$ cat src/rtl/core/kicker_charge_pulse_controller_macros.svh
// ---------------------------------------------------------------------------
// Kicker charge/pulse controller: assertion macros
// Concurrent checks that compile away when SYNTHESIS is defined.
// ---------------------------------------------------------------------------
`ifndef KICKER_CHARGE_PULSE_CONTROLLER_MACROS_SVH
`define KICKER_CHARGE_PULSE_CONTROLLER_MACROS_SVH

`ifndef SYNTHESIS

// same-cycle implication
`define KCPC_ASSERT_IMP(lbl, clk, rst_n, ante, cons) \
	lbl: assert property (@(posedge clk) disable iff (!rst_n) (ante) |-> (cons)) \
		else $error("kcpc check failed");

// next-cycle implication
`define KCPC_ASSERT_NXT(lbl, clk, rst_n, ante, cons) \
	lbl: assert property (@(posedge clk) disable iff (!rst_n) (ante) |=> (cons)) \
		else $error("kcpc check failed");

`else

`define KCPC_ASSERT_IMP(lbl, clk, rst_n, ante, cons)
`define KCPC_ASSERT_NXT(lbl, clk, rst_n, ante, cons)

`endif

`endif

$ cat src/rtl/core/kcpc_pkg.sv
// ---------------------------------------------------------------------------
// kcpc_pkg
// Types, codes and helpers shared by the kicker charge/pulse controller.
// ---------------------------------------------------------------------------
package kcpc_pkg;

	// timer width
	localparam int unsigned TIMER_BITS = 16;
	localparam int unsigned CFG_BITS   = 16;
	localparam int unsigned PCT_BITS   = 8;

	// configuration register indexes
	localparam logic [1:0] REG_CHARGE_CHECK = 2'd0;
	localparam logic [1:0] REG_TOPUP_ON     = 2'd1;
	localparam logic [1:0] REG_TOPUP_OFF    = 2'd2;

	// register reset values
	localparam logic [CFG_BITS-1:0] CHARGE_CHECK_RST = 16'd2000;
	localparam logic [CFG_BITS-1:0] TOPUP_ON_RST     = 16'd18000;
	localparam logic [CFG_BITS-1:0] TOPUP_OFF_RST    = 16'd2000;

	// item modes
	localparam logic [2:0] MODE_TICK  = 3'd0;
	localparam logic [2:0] MODE_KICK  = 3'd1;
	localparam logic [2:0] MODE_CHIP  = 3'd2;
	localparam logic [2:0] MODE_START = 3'd3;
	localparam logic [2:0] MODE_STOP  = 3'd4;

	// reported phase codes
	localparam logic [1:0] PHASE_CODE_IDLE     = 2'd0;
	localparam logic [1:0] PHASE_CODE_CHARGING = 2'd1;
	localparam logic [1:0] PHASE_CODE_READY    = 2'd2;
	localparam logic [1:0] PHASE_CODE_KICKING  = 2'd3;

	// percentage limits
	localparam logic [PCT_BITS:0] PCT_MIN = 9'd1;
	localparam logic [PCT_BITS:0] PCT_MAX = 9'd100;

	typedef enum logic [3:0] {
		PH_IDLE     = 4'b0001,
		PH_CHARGING = 4'b0010,
		PH_READY    = 4'b0100,
		PH_KICKING  = 4'b1000
	} phase_t;

	typedef logic [TIMER_BITS-1:0] timer_t;

	// controller state
	typedef struct packed {
		phase_t phase;
		timer_t count;
		timer_t reload;
		logic   running;
		logic   toggle;
		logic   kick;
		logic   chip;
		logic   charge;
	} ctl_state_t;

	// one result item
	typedef struct packed {
		logic       kick_drive;
		logic       chip_drive;
		logic       charge_drive;
		logic [1:0] phase_out;
		logic       timer_fired;
	} result_t;

	// one-hot phase to reported code
	function automatic logic [1:0] phase_code(input phase_t ph);
		logic [1:0] code;
		unique case (ph)
			PH_IDLE:     code = PHASE_CODE_IDLE;
			PH_CHARGING: code = PHASE_CODE_CHARGING;
			PH_READY:    code = PHASE_CODE_READY;
			PH_KICKING:  code = PHASE_CODE_KICKING;
			default:     code = PHASE_CODE_IDLE;
		endcase
		return code;
	endfunction

	// clamp to 1..100
	function automatic logic [PCT_BITS-1:0] clamp_pct(input logic [PCT_BITS:0] v);
		logic [PCT_BITS:0] r;
		if (v < PCT_MIN)
			r = PCT_MIN;
		else if (v > PCT_MAX)
			r = PCT_MAX;
		else
			r = v;
		return r[PCT_BITS-1:0];
	endfunction

endpackage

$ cat src/rtl/core/kicker_charge_pulse_controller.sv
// ---------------------------------------------------------------------------
// kicker_charge_pulse_controller
// Phase sequencer and countdown timer for a capacitor kicker/chipper.
// ---------------------------------------------------------------------------
// Takes one item (tick, kick, chip, start or stop) per clock and returns one
// result item per input, in the following cycle, from a result register. Throughput
// is one item every cycle: the whole state update (timer compare and
// increment, clamp of the pulse length, phase step) sits in one level of
// logic ahead of the state registers. The input stalls only while a result
// is held and the consumer stalls. Configuration writes take effect at the
// next item.

`include "kicker_charge_pulse_controller_macros.svh"

module kicker_charge_pulse_controller (
	input  logic                            clk,
	input  logic                            arst_n,
	// input channel
	input  logic                            in_valid,
	output logic                            in_stall,
	input  logic [2:0]                      mode,
	input  logic [kcpc_pkg::PCT_BITS-1:0]   percentage,
	input  logic                            charge_done_n,
	// output channel
	output logic                            out_valid,
	input  logic                            out_stall,
	output logic                            kick_drive,
	output logic                            chip_drive,
	output logic                            charge_drive,
	output logic [1:0]                      phase_out,
	output logic                            timer_fired,
	// configuration
	input  logic                            cfg_we,
	input  logic [1:0]                      cfg_index,
	input  logic [kcpc_pkg::CFG_BITS-1:0]   cfg_data
);
	import kcpc_pkg::*;

	logic [CFG_BITS-1:0] charge_check_q;
	logic [CFG_BITS-1:0] topup_on_q;
	logic [CFG_BITS-1:0] topup_off_q;

	ctl_state_t st_q;
	ctl_state_t st_d;
	logic       fired_d;
	result_t    res_q;
	logic       out_valid_q;
	logic       in_accept;

	logic [PCT_BITS-1:0] kick_ticks;
	logic [PCT_BITS-1:0] chip_pct;
	logic [PCT_BITS-1:0] chip_ticks;

	// timer callback: step the phase and restart the timer
	function automatic ctl_state_t run_callback(input ctl_state_t s, input logic done_n,
			input logic [CFG_BITS-1:0] chk, input logic [CFG_BITS-1:0] t_on,
			input logic [CFG_BITS-1:0] t_off);
		ctl_state_t r;
		r = s;
		r.count = '0;
		unique case (s.phase)
			PH_KICKING: begin
				r.kick   = 1'b0;
				r.chip   = 1'b0;
				r.phase  = PH_CHARGING;
				r.charge = 1'b1;
				r.reload = TIMER_BITS'(chk);
			end
			PH_CHARGING: begin
				if (!done_n) begin
					r.charge = 1'b0;
					r.phase  = PH_READY;
				end
				r.reload = TIMER_BITS'(chk);
			end
			PH_READY: begin
				if (!s.toggle) begin
					r.charge = 1'b0;
					r.reload = TIMER_BITS'(t_off);
				end else begin
					r.charge = 1'b1;
					r.reload = TIMER_BITS'(t_on);
				end
				r.toggle = !s.toggle;
			end
			default: begin
				// idle: levels and reload kept
			end
		endcase
		r.running = 1'b1;
		return r;
	endfunction

	// handshake
	assign in_stall  = out_valid_q && out_stall;
	assign in_accept = in_valid && !in_stall;

	// configuration registers
	always_ff @(posedge clk or negedge arst_n) begin
		if (!arst_n) begin
			charge_check_q <= CHARGE_CHECK_RST;
			topup_on_q     <= TOPUP_ON_RST;
			topup_off_q    <= TOPUP_OFF_RST;
		end else if (cfg_we) begin
			unique case (cfg_index)
				REG_CHARGE_CHECK: charge_check_q <= cfg_data;
				REG_TOPUP_ON:     topup_on_q     <= cfg_data;
				REG_TOPUP_OFF:    topup_off_q    <= cfg_data;
				default: begin
					// index past the register list: ignored
				end
			endcase
		end
	end

	// pulse lengths: kick the clamped percentage, chip twice the clamped doubled percentage
	assign kick_ticks = clamp_pct({1'b0, percentage});
	assign chip_pct   = clamp_pct({percentage, 1'b0});
	assign chip_ticks = {chip_pct[PCT_BITS-2:0], 1'b0};

	// next state for the current item
	always_comb begin
		ctl_state_t s;
		st_d    = st_q;
		fired_d = 1'b0;
		s       = st_q;
		unique case (mode)
			MODE_TICK: begin
				if (st_q.running) begin
					if (st_q.count >= st_q.reload) begin
						st_d    = run_callback(st_q, charge_done_n, charge_check_q,
							topup_on_q, topup_off_q);
						fired_d = 1'b1;
					end else begin
						st_d.count = st_q.count + TIMER_BITS'(1);
					end
				end
			end
			MODE_KICK, MODE_CHIP: begin
				if (st_q.phase == PH_READY) begin
					st_d.phase   = PH_KICKING;
					st_d.charge  = 1'b0;
					st_d.count   = '0;
					st_d.running = 1'b1;
					if (mode == MODE_KICK) begin
						st_d.kick   = 1'b1;
						st_d.reload = TIMER_BITS'(kick_ticks);
					end else begin
						st_d.chip   = 1'b1;
						st_d.reload = TIMER_BITS'(chip_ticks);
					end
				end
			end
			MODE_START: begin
				s.phase  = PH_CHARGING;
				s.kick   = 1'b0;
				s.chip   = 1'b0;
				s.charge = 1'b1;
				s.toggle = 1'b0;
				st_d     = run_callback(s, charge_done_n, charge_check_q,
					topup_on_q, topup_off_q);
				fired_d  = 1'b1;
			end
			MODE_STOP: begin
				st_d.running = 1'b0;
				st_d.phase   = PH_IDLE;
				st_d.kick    = 1'b0;
				st_d.chip    = 1'b0;
				st_d.charge  = 1'b0;
			end
			default: begin
				// unused modes: no change
			end
		endcase
	end

	// state registers
	always_ff @(posedge clk or negedge arst_n) begin
		if (!arst_n) begin
			st_q.phase   <= PH_IDLE;
			st_q.count   <= '0;
			st_q.reload  <= '0;
			st_q.running <= 1'b0;
			st_q.toggle  <= 1'b0;
			st_q.kick    <= 1'b0;
			st_q.chip    <= 1'b0;
			st_q.charge  <= 1'b0;
		end else if (in_accept) begin
			st_q <= st_d;
		end
	end

	// result register
	always_ff @(posedge clk or negedge arst_n) begin
		if (!arst_n) begin
			out_valid_q <= 1'b0;
		end else if (in_accept) begin
			out_valid_q <= 1'b1;
		end else if (!out_stall) begin
			out_valid_q <= 1'b0;
		end
	end

	always_ff @(posedge clk) begin
		if (in_accept) begin
			res_q.kick_drive   <= st_d.kick;
			res_q.chip_drive   <= st_d.chip;
			res_q.charge_drive <= st_d.charge;
			res_q.phase_out    <= phase_code(st_d.phase);
			res_q.timer_fired  <= fired_d;
		end
	end

	assign out_valid    = out_valid_q;
	assign kick_drive   = res_q.kick_drive;
	assign chip_drive   = res_q.chip_drive;
	assign charge_drive = res_q.charge_drive;
	assign phase_out    = res_q.phase_out;
	assign timer_fired  = res_q.timer_fired;

	// checks
	`KCPC_ASSERT_IMP(a_one_solenoid, clk, arst_n, 1'b1, !(st_q.kick && st_q.chip))
	`KCPC_ASSERT_IMP(a_drive_kicking, clk, arst_n, (st_q.kick || st_q.chip), (st_q.phase == PH_KICKING))
	`KCPC_ASSERT_IMP(a_count_bound, clk, arst_n, st_q.running, (st_q.count <= st_q.reload))
	`KCPC_ASSERT_NXT(a_accept_result, clk, arst_n, in_accept, out_valid_q)

endmodule
$ cat config.mk
export PLATFORM = sky130hd
export DESIGN_NAME = kicker_charge_pulse_controller
export DESIGN_NICKNAME = d
export VERILOG_FILES = /design/src/rtl/core/kcpc_pkg.sv /design/src/rtl/core/kicker_charge_pulse_controller.sv
export VERILOG_INCLUDE_DIRS = /design/src /design/src/rtl/core
export SDC_FILE = /design/constraint.sdc
export NUM_CORES = 1
export LEC_CHECK = 0
export ABC_AREA = 1
export ABC_CLOCK_PERIOD_IN_PS = 5160
export BUFFER_PORTS_ARGS = -buffer_cell sky130_fd_sc_hd__buf_2
export CORE_MARGIN = 2
export CORE_UTILIZATION = 60
export CTS_BUF_LIST = sky130_fd_sc_hd__clkbuf_8
export CTS_CLUSTER_SIZE = 8
export DETAILED_ROUTE_END_ITERATION = 10
export GPL_ROUTABILITY_DRIVEN = 1
export GPL_TIMING_DRIVEN = 0
export PLACE_DENSITY = 0.8
export SETUP_SLACK_MARGIN = 0.5
export SLEW_MARGIN = 40
export SYNTH_ARGS = -nofsm -noshare
export SYNTH_HDL_FRONTEND = slang
export SYNTH_SLANG_ARGS = --single-unit
$ cat constraint.sdc
create_clock -name clk -period 5.16 [get_ports clk]
set_clock_uncertainty 0.2 [all_clocks]
set_input_delay 0.258 -clock clk [delete_from_list [all_inputs] [get_ports clk]]
set_output_delay 0.258 -clock clk [all_outputs]
set_load 0.02 [all_outputs]
Word level (Yosys, flattened, before mapping):

Index checks and enable logic that the tools add are counted.

* add/subtract/negate cells: 1
* magnitude comparators: 5
* equality and inequality tests: 18
* muxes and demuxes: 35
* reductions and logical operators: 18

Operators by type and width (number)
* $pmux 32 s3: 1
* $mux 41: 1
* $mux 37: 1
* $mux 16: 2
* $pmux 16 s2: 1
* $mux 8: 3
* $mux 21: 1
* $add 16x1->16 const B: 1
* $ge 16x16->1: 1
* $pmux 4 s4: 1
* $mux 7: 2
* $pmux 3 s4: 1
* $mux 1: 10
* $gt 9x7->1 const B: 1
* $lt 9x1->1 const B: 1
* $eq 4x2->1 const B: 2
* $eq 4x3->1 const B: 2
* $eq 4x4->1 const B: 2
* $gt 8x7->1 const B: 1
* $lt 8x1->1 const B: 1
* $mux 4: 2
* $ne 2x2->1 const B: 4
* $pmux 4 s2: 1
* $eq 3x2->1 const B: 2
* 25 further kinds: 32

* register bits: 96
* bits of input ports: 35
* output and inout bits: 8
* logic and storage cells: 94

Longest topological paths before layout:

* word-level depth: 8
* depth in mapped cells: 19

Worst setup path before layout:

Ideal clock, no wire load.

* path type: flip-flop to flip-flop
* start: register st_q[30] (netlist name)
* end: register st_q[17] (netlist name)
* setup time: 0.118 ns
* arrival time: 1.834 ns
* path slack: 3.008 ns
* cell stages (with the launch flop): 14
* buffers on the path: 2
* clock period less this slack: 2.152 ns
* cell sequence: dfrtp_1 > ha_1 > a21oi_1 > o21ai_0 > a21oi_1 > nand2_2 > inv_1 > nor2_2 > o21ai_4 > inv_2 > buf_6 > buf_8 > nand2_2 > o21ai_2

* word-level cells in the longest chain between the ends: 3

RTL lines
* start, declared: line kicker_charge_pulse_controller.sv:43 `ctl_state_t st_q;`
* start signal, assigned: line kicker_charge_pulse_controller.sv:189 `st_q <= st_d;`
* $ge 16x16->1: line kicker_charge_pulse_controller.sv:130 `if (st_q.count >= st_q.reload) begin`
* $ne 2x2->1 (no source line)
* $reduce_and 6->1 (no source line)

No other way between the ends.
A chain may end at the register's enable or synchronous reset.

Worst setup path in the final report:

* start: register st_q[30] (netlist name)
* end: register st_q[20] (netlist name)

The elaborated chain is that of the path after synthesis.

==> reports/metrics.csv <==
metric,value,unit
share of cells above drive strength 1,16.5,%
clock sink count,96,
max-slew violations,0,
Post-synth EDFFs,6,
synth top area cells,"dfrtp_1 (33%), nand2_1 (11%), o21ai_0 (9.8%), dfstp_2 (8.8%), inv_1 (5.5%)",
Fin. Hold Viols,0,
largest net degree at the start of global routing,52,
first-pass GRT wire length,23200,um
clk slew on worst S/H paths,110,ps
Peak VDD IR,0.282,mV
clock buffer count from CTS,9,
internal reg-to-reg setup slack,2490,ps
IO Pins,43,
reg2reg path depth,10,
deepest clock path buffer count,2,
H-tree depth,3,
TNS Setup,0,ps
Mapped Avg Cell Area,7.78,um^2
Detail Route Antenna Nets,0,
worst hold-check path type,in -> reg,
Max Clock Freq,374,MHz
post-cts resize count,0,
post-synth top area cell,dfrtp_1,
Synth Warn #,0,
required time of the critical path,5230,ps
Synth Flop Type,dfrtp_1,
worst slew pin tran,735,ps
PD cells,319,mW/mm^2
Vias,4953,
RSZ-0062 raised after global routing,false,
outcome,finished clean,
Reg area,0.00245,mm^2
Mapped Area,0.00540,mm^2
die width,98.8,um
Synth top area share,33.4,%
initial antenna violation count,0,
die area,0.00977,mm^2
Multi-input gate area,0.00247,mm^2
port buffer count,42,
DRC,0,
Mapped Nets,746,
postcts setup bufs,0,
worst reg2reg startpoint,st_q[30],
fraction of registers with async set/reset,93.8,%
Pleak,2.91,nW
Initial Util,61.9,%
CTS tree,done,
Final Critical Period,2670,ps
Pre-Repair DR Iteration Count,5,
"non-filler cells, final",879,
CP Launch Type,register,
"Seq/Total Area, Yosys",45.5,%
r2r endpoint,st_q[20],
most frequent cell after synthesis,nand2_1,
routed len/inst,15.8,um
CP startpoint,st_q[30],
Overflow after GRT,0,
die height,98.8,um
DP Wirelength,10000,um
max cap viols,0,
Worst EP arrival,2750,ps
vias in the first global route,4766,
gr usage total,29.9,%
Root Buffer,clkbuf_8,
synth cell count leaders,"nand2_1 (155), o21ai_0 (106), inv_1 (79)",
Gate Count Post-Synth,694,
Fill cells,724,
WS Path Type,reg -> reg,
ant diodes,0,
total wire length,13900,um
Via density,5.63,
Setup crit end,st_q[20],
worst-path fanout max,10,
Slew headroom,51.0,%
Placer Congestion,0.935,
row count,34,
initial DRC count,321,
nets@finish,818,
crit share post-route,51.8,%
Setup Viol. Count Final,0,
Skew-Pair Late Insertion Delay,380,ps
Crit. End Element,register,
placed insts,845,
"FF+latch count, synth",96,
Netlist cell types,47,
Area Growth Syn to Fin,14.1,%
core area,0.00872,mm^2
[routing by layer]
metal | vias up | track usage, % | wire length [um]
li1 | 2416 | - | -
met2 | 173 | 49.2 | 6670
met1 | 2346 | 40.9 | 6120
met5 | - | 0 | 0
met3 | 18 | 3.97 | 852
met4 | 0 | 10.4 | 253
[worst max-delay path, cell delays in order, from the launching register on]
cell and delay [ps]:
dfrtp_1 470, ha_1 330, a21oi_1 120, o21ai_0 90, a21oi_1 190, nand2_2 160
nand2_1 200, clkbuf_1 400, o21ai_0 240, nand2_2 120, o21ai_2 50
[stage by stage]
step / total power (W) / hold WS [ps] / setup WS [ps] / util (%) / cell area [um^2]
after floorplan: 0.00130 / -238 / 3010 / - / 5400
after global placement: 0.00142 / 259 / 2620 / 65.8 / 5740
after detailed placement: 0.00145 / -10.3 / 2590 / 66.2 / 5780
after CTS: 0.00196 / 7.63 / 2560 / 70.6 / 6160
after global routing: 0.00208 / 19.1 / 2330 / 70.6 / 6160
final: 0.00197 / 15.5 / 2490 / 70.6 / 6160
[state kept, by name (all words and copies together) (netlist names), named ones only]
signal	cells
out_valid	1
charge_drive	1
chip_drive	1
topup_off_q	16
kick_drive	1
timer_fired	1
charge_check_q	16
topup_on_q	16
phase_out	2
st_q	40
[how the worst min path moves through the flow]
stage	start	end	slack [ps]	depth (start not counted)
detailed placement	arst_n	st_q[39]	-10	1
CTS	cfg_data[2]	topup_off_q[2]	8	3
global placement	in_valid	out_valid	260	3
finish	cfg_data[2]	charge_check_q[2]	20	3
global route	cfg_data[2]	topup_on_q[2]	20	3
floorplan	arst_n	asynchronous set/reset pin	-240	0
[cell usage in the layout, fill, tap and decap left out, types with 4 or more instances in the layout]
cell type,count
nor2_2,4
ha_1,17
o22ai_1,4
dlygate4sd3_1,18
nand2_1,155
inv_8,4
buf_2,45
o211ai_1,7
inv_1,79
dfrtp_1,72
o21ai_1,6
nand2_2,7
edfxtp_1,6
nand3_1,26
nor3_1,10
inv_2,13
clkbuf_8,9
o21ai_2,10
clkbuf_1,16
nor2_1,71
o21ai_0,106
nand4_1,9
dfstp_2,18
a21oi_1,20
[repair_timing]
action / CTS / global route
hold buffers: 18 / 0
endpoints found under the hold margin: 120 / 0
endpoints found under the setup margin: 0 / 0
[logic make-up (layout without fill, tap and decap cells)]
family / after synthesis / after routing / synth area share (%)
flops: 96 / 96 / 45.5
fa+ha+maj: 17 / 17 / 3.94
buf+inv: 117 / 194 / 8.79
xor+xnor: 3 / 3 / 0.487
compound gates: 170 / 170 / 18.0
simple gates: 291 / 291 / 23.3
[where the power goes]
part           leakage [nW]  internal, W  switching, W  total (W)
combinational          1.62     0.000177      0.000332   0.000509
sequential             1.19     0.000881     0.0000664   0.000948
clock                 0.104     0.000196      0.000314   0.000510
total                  2.91      0.00125      0.000712    0.00197
[cell type report]
type,instances,area share [%]
clock inverters,7,1.28
clock buffers,9,2.01
well taps,108,2.19
repair buffers,61,6.89
plain buffers,24,2.03
inverters,93,5.67
flip-flops and latches,96,39.9
multi-input cells,481,40.1
Note: power is estimated with default switching activity, not from simulation.
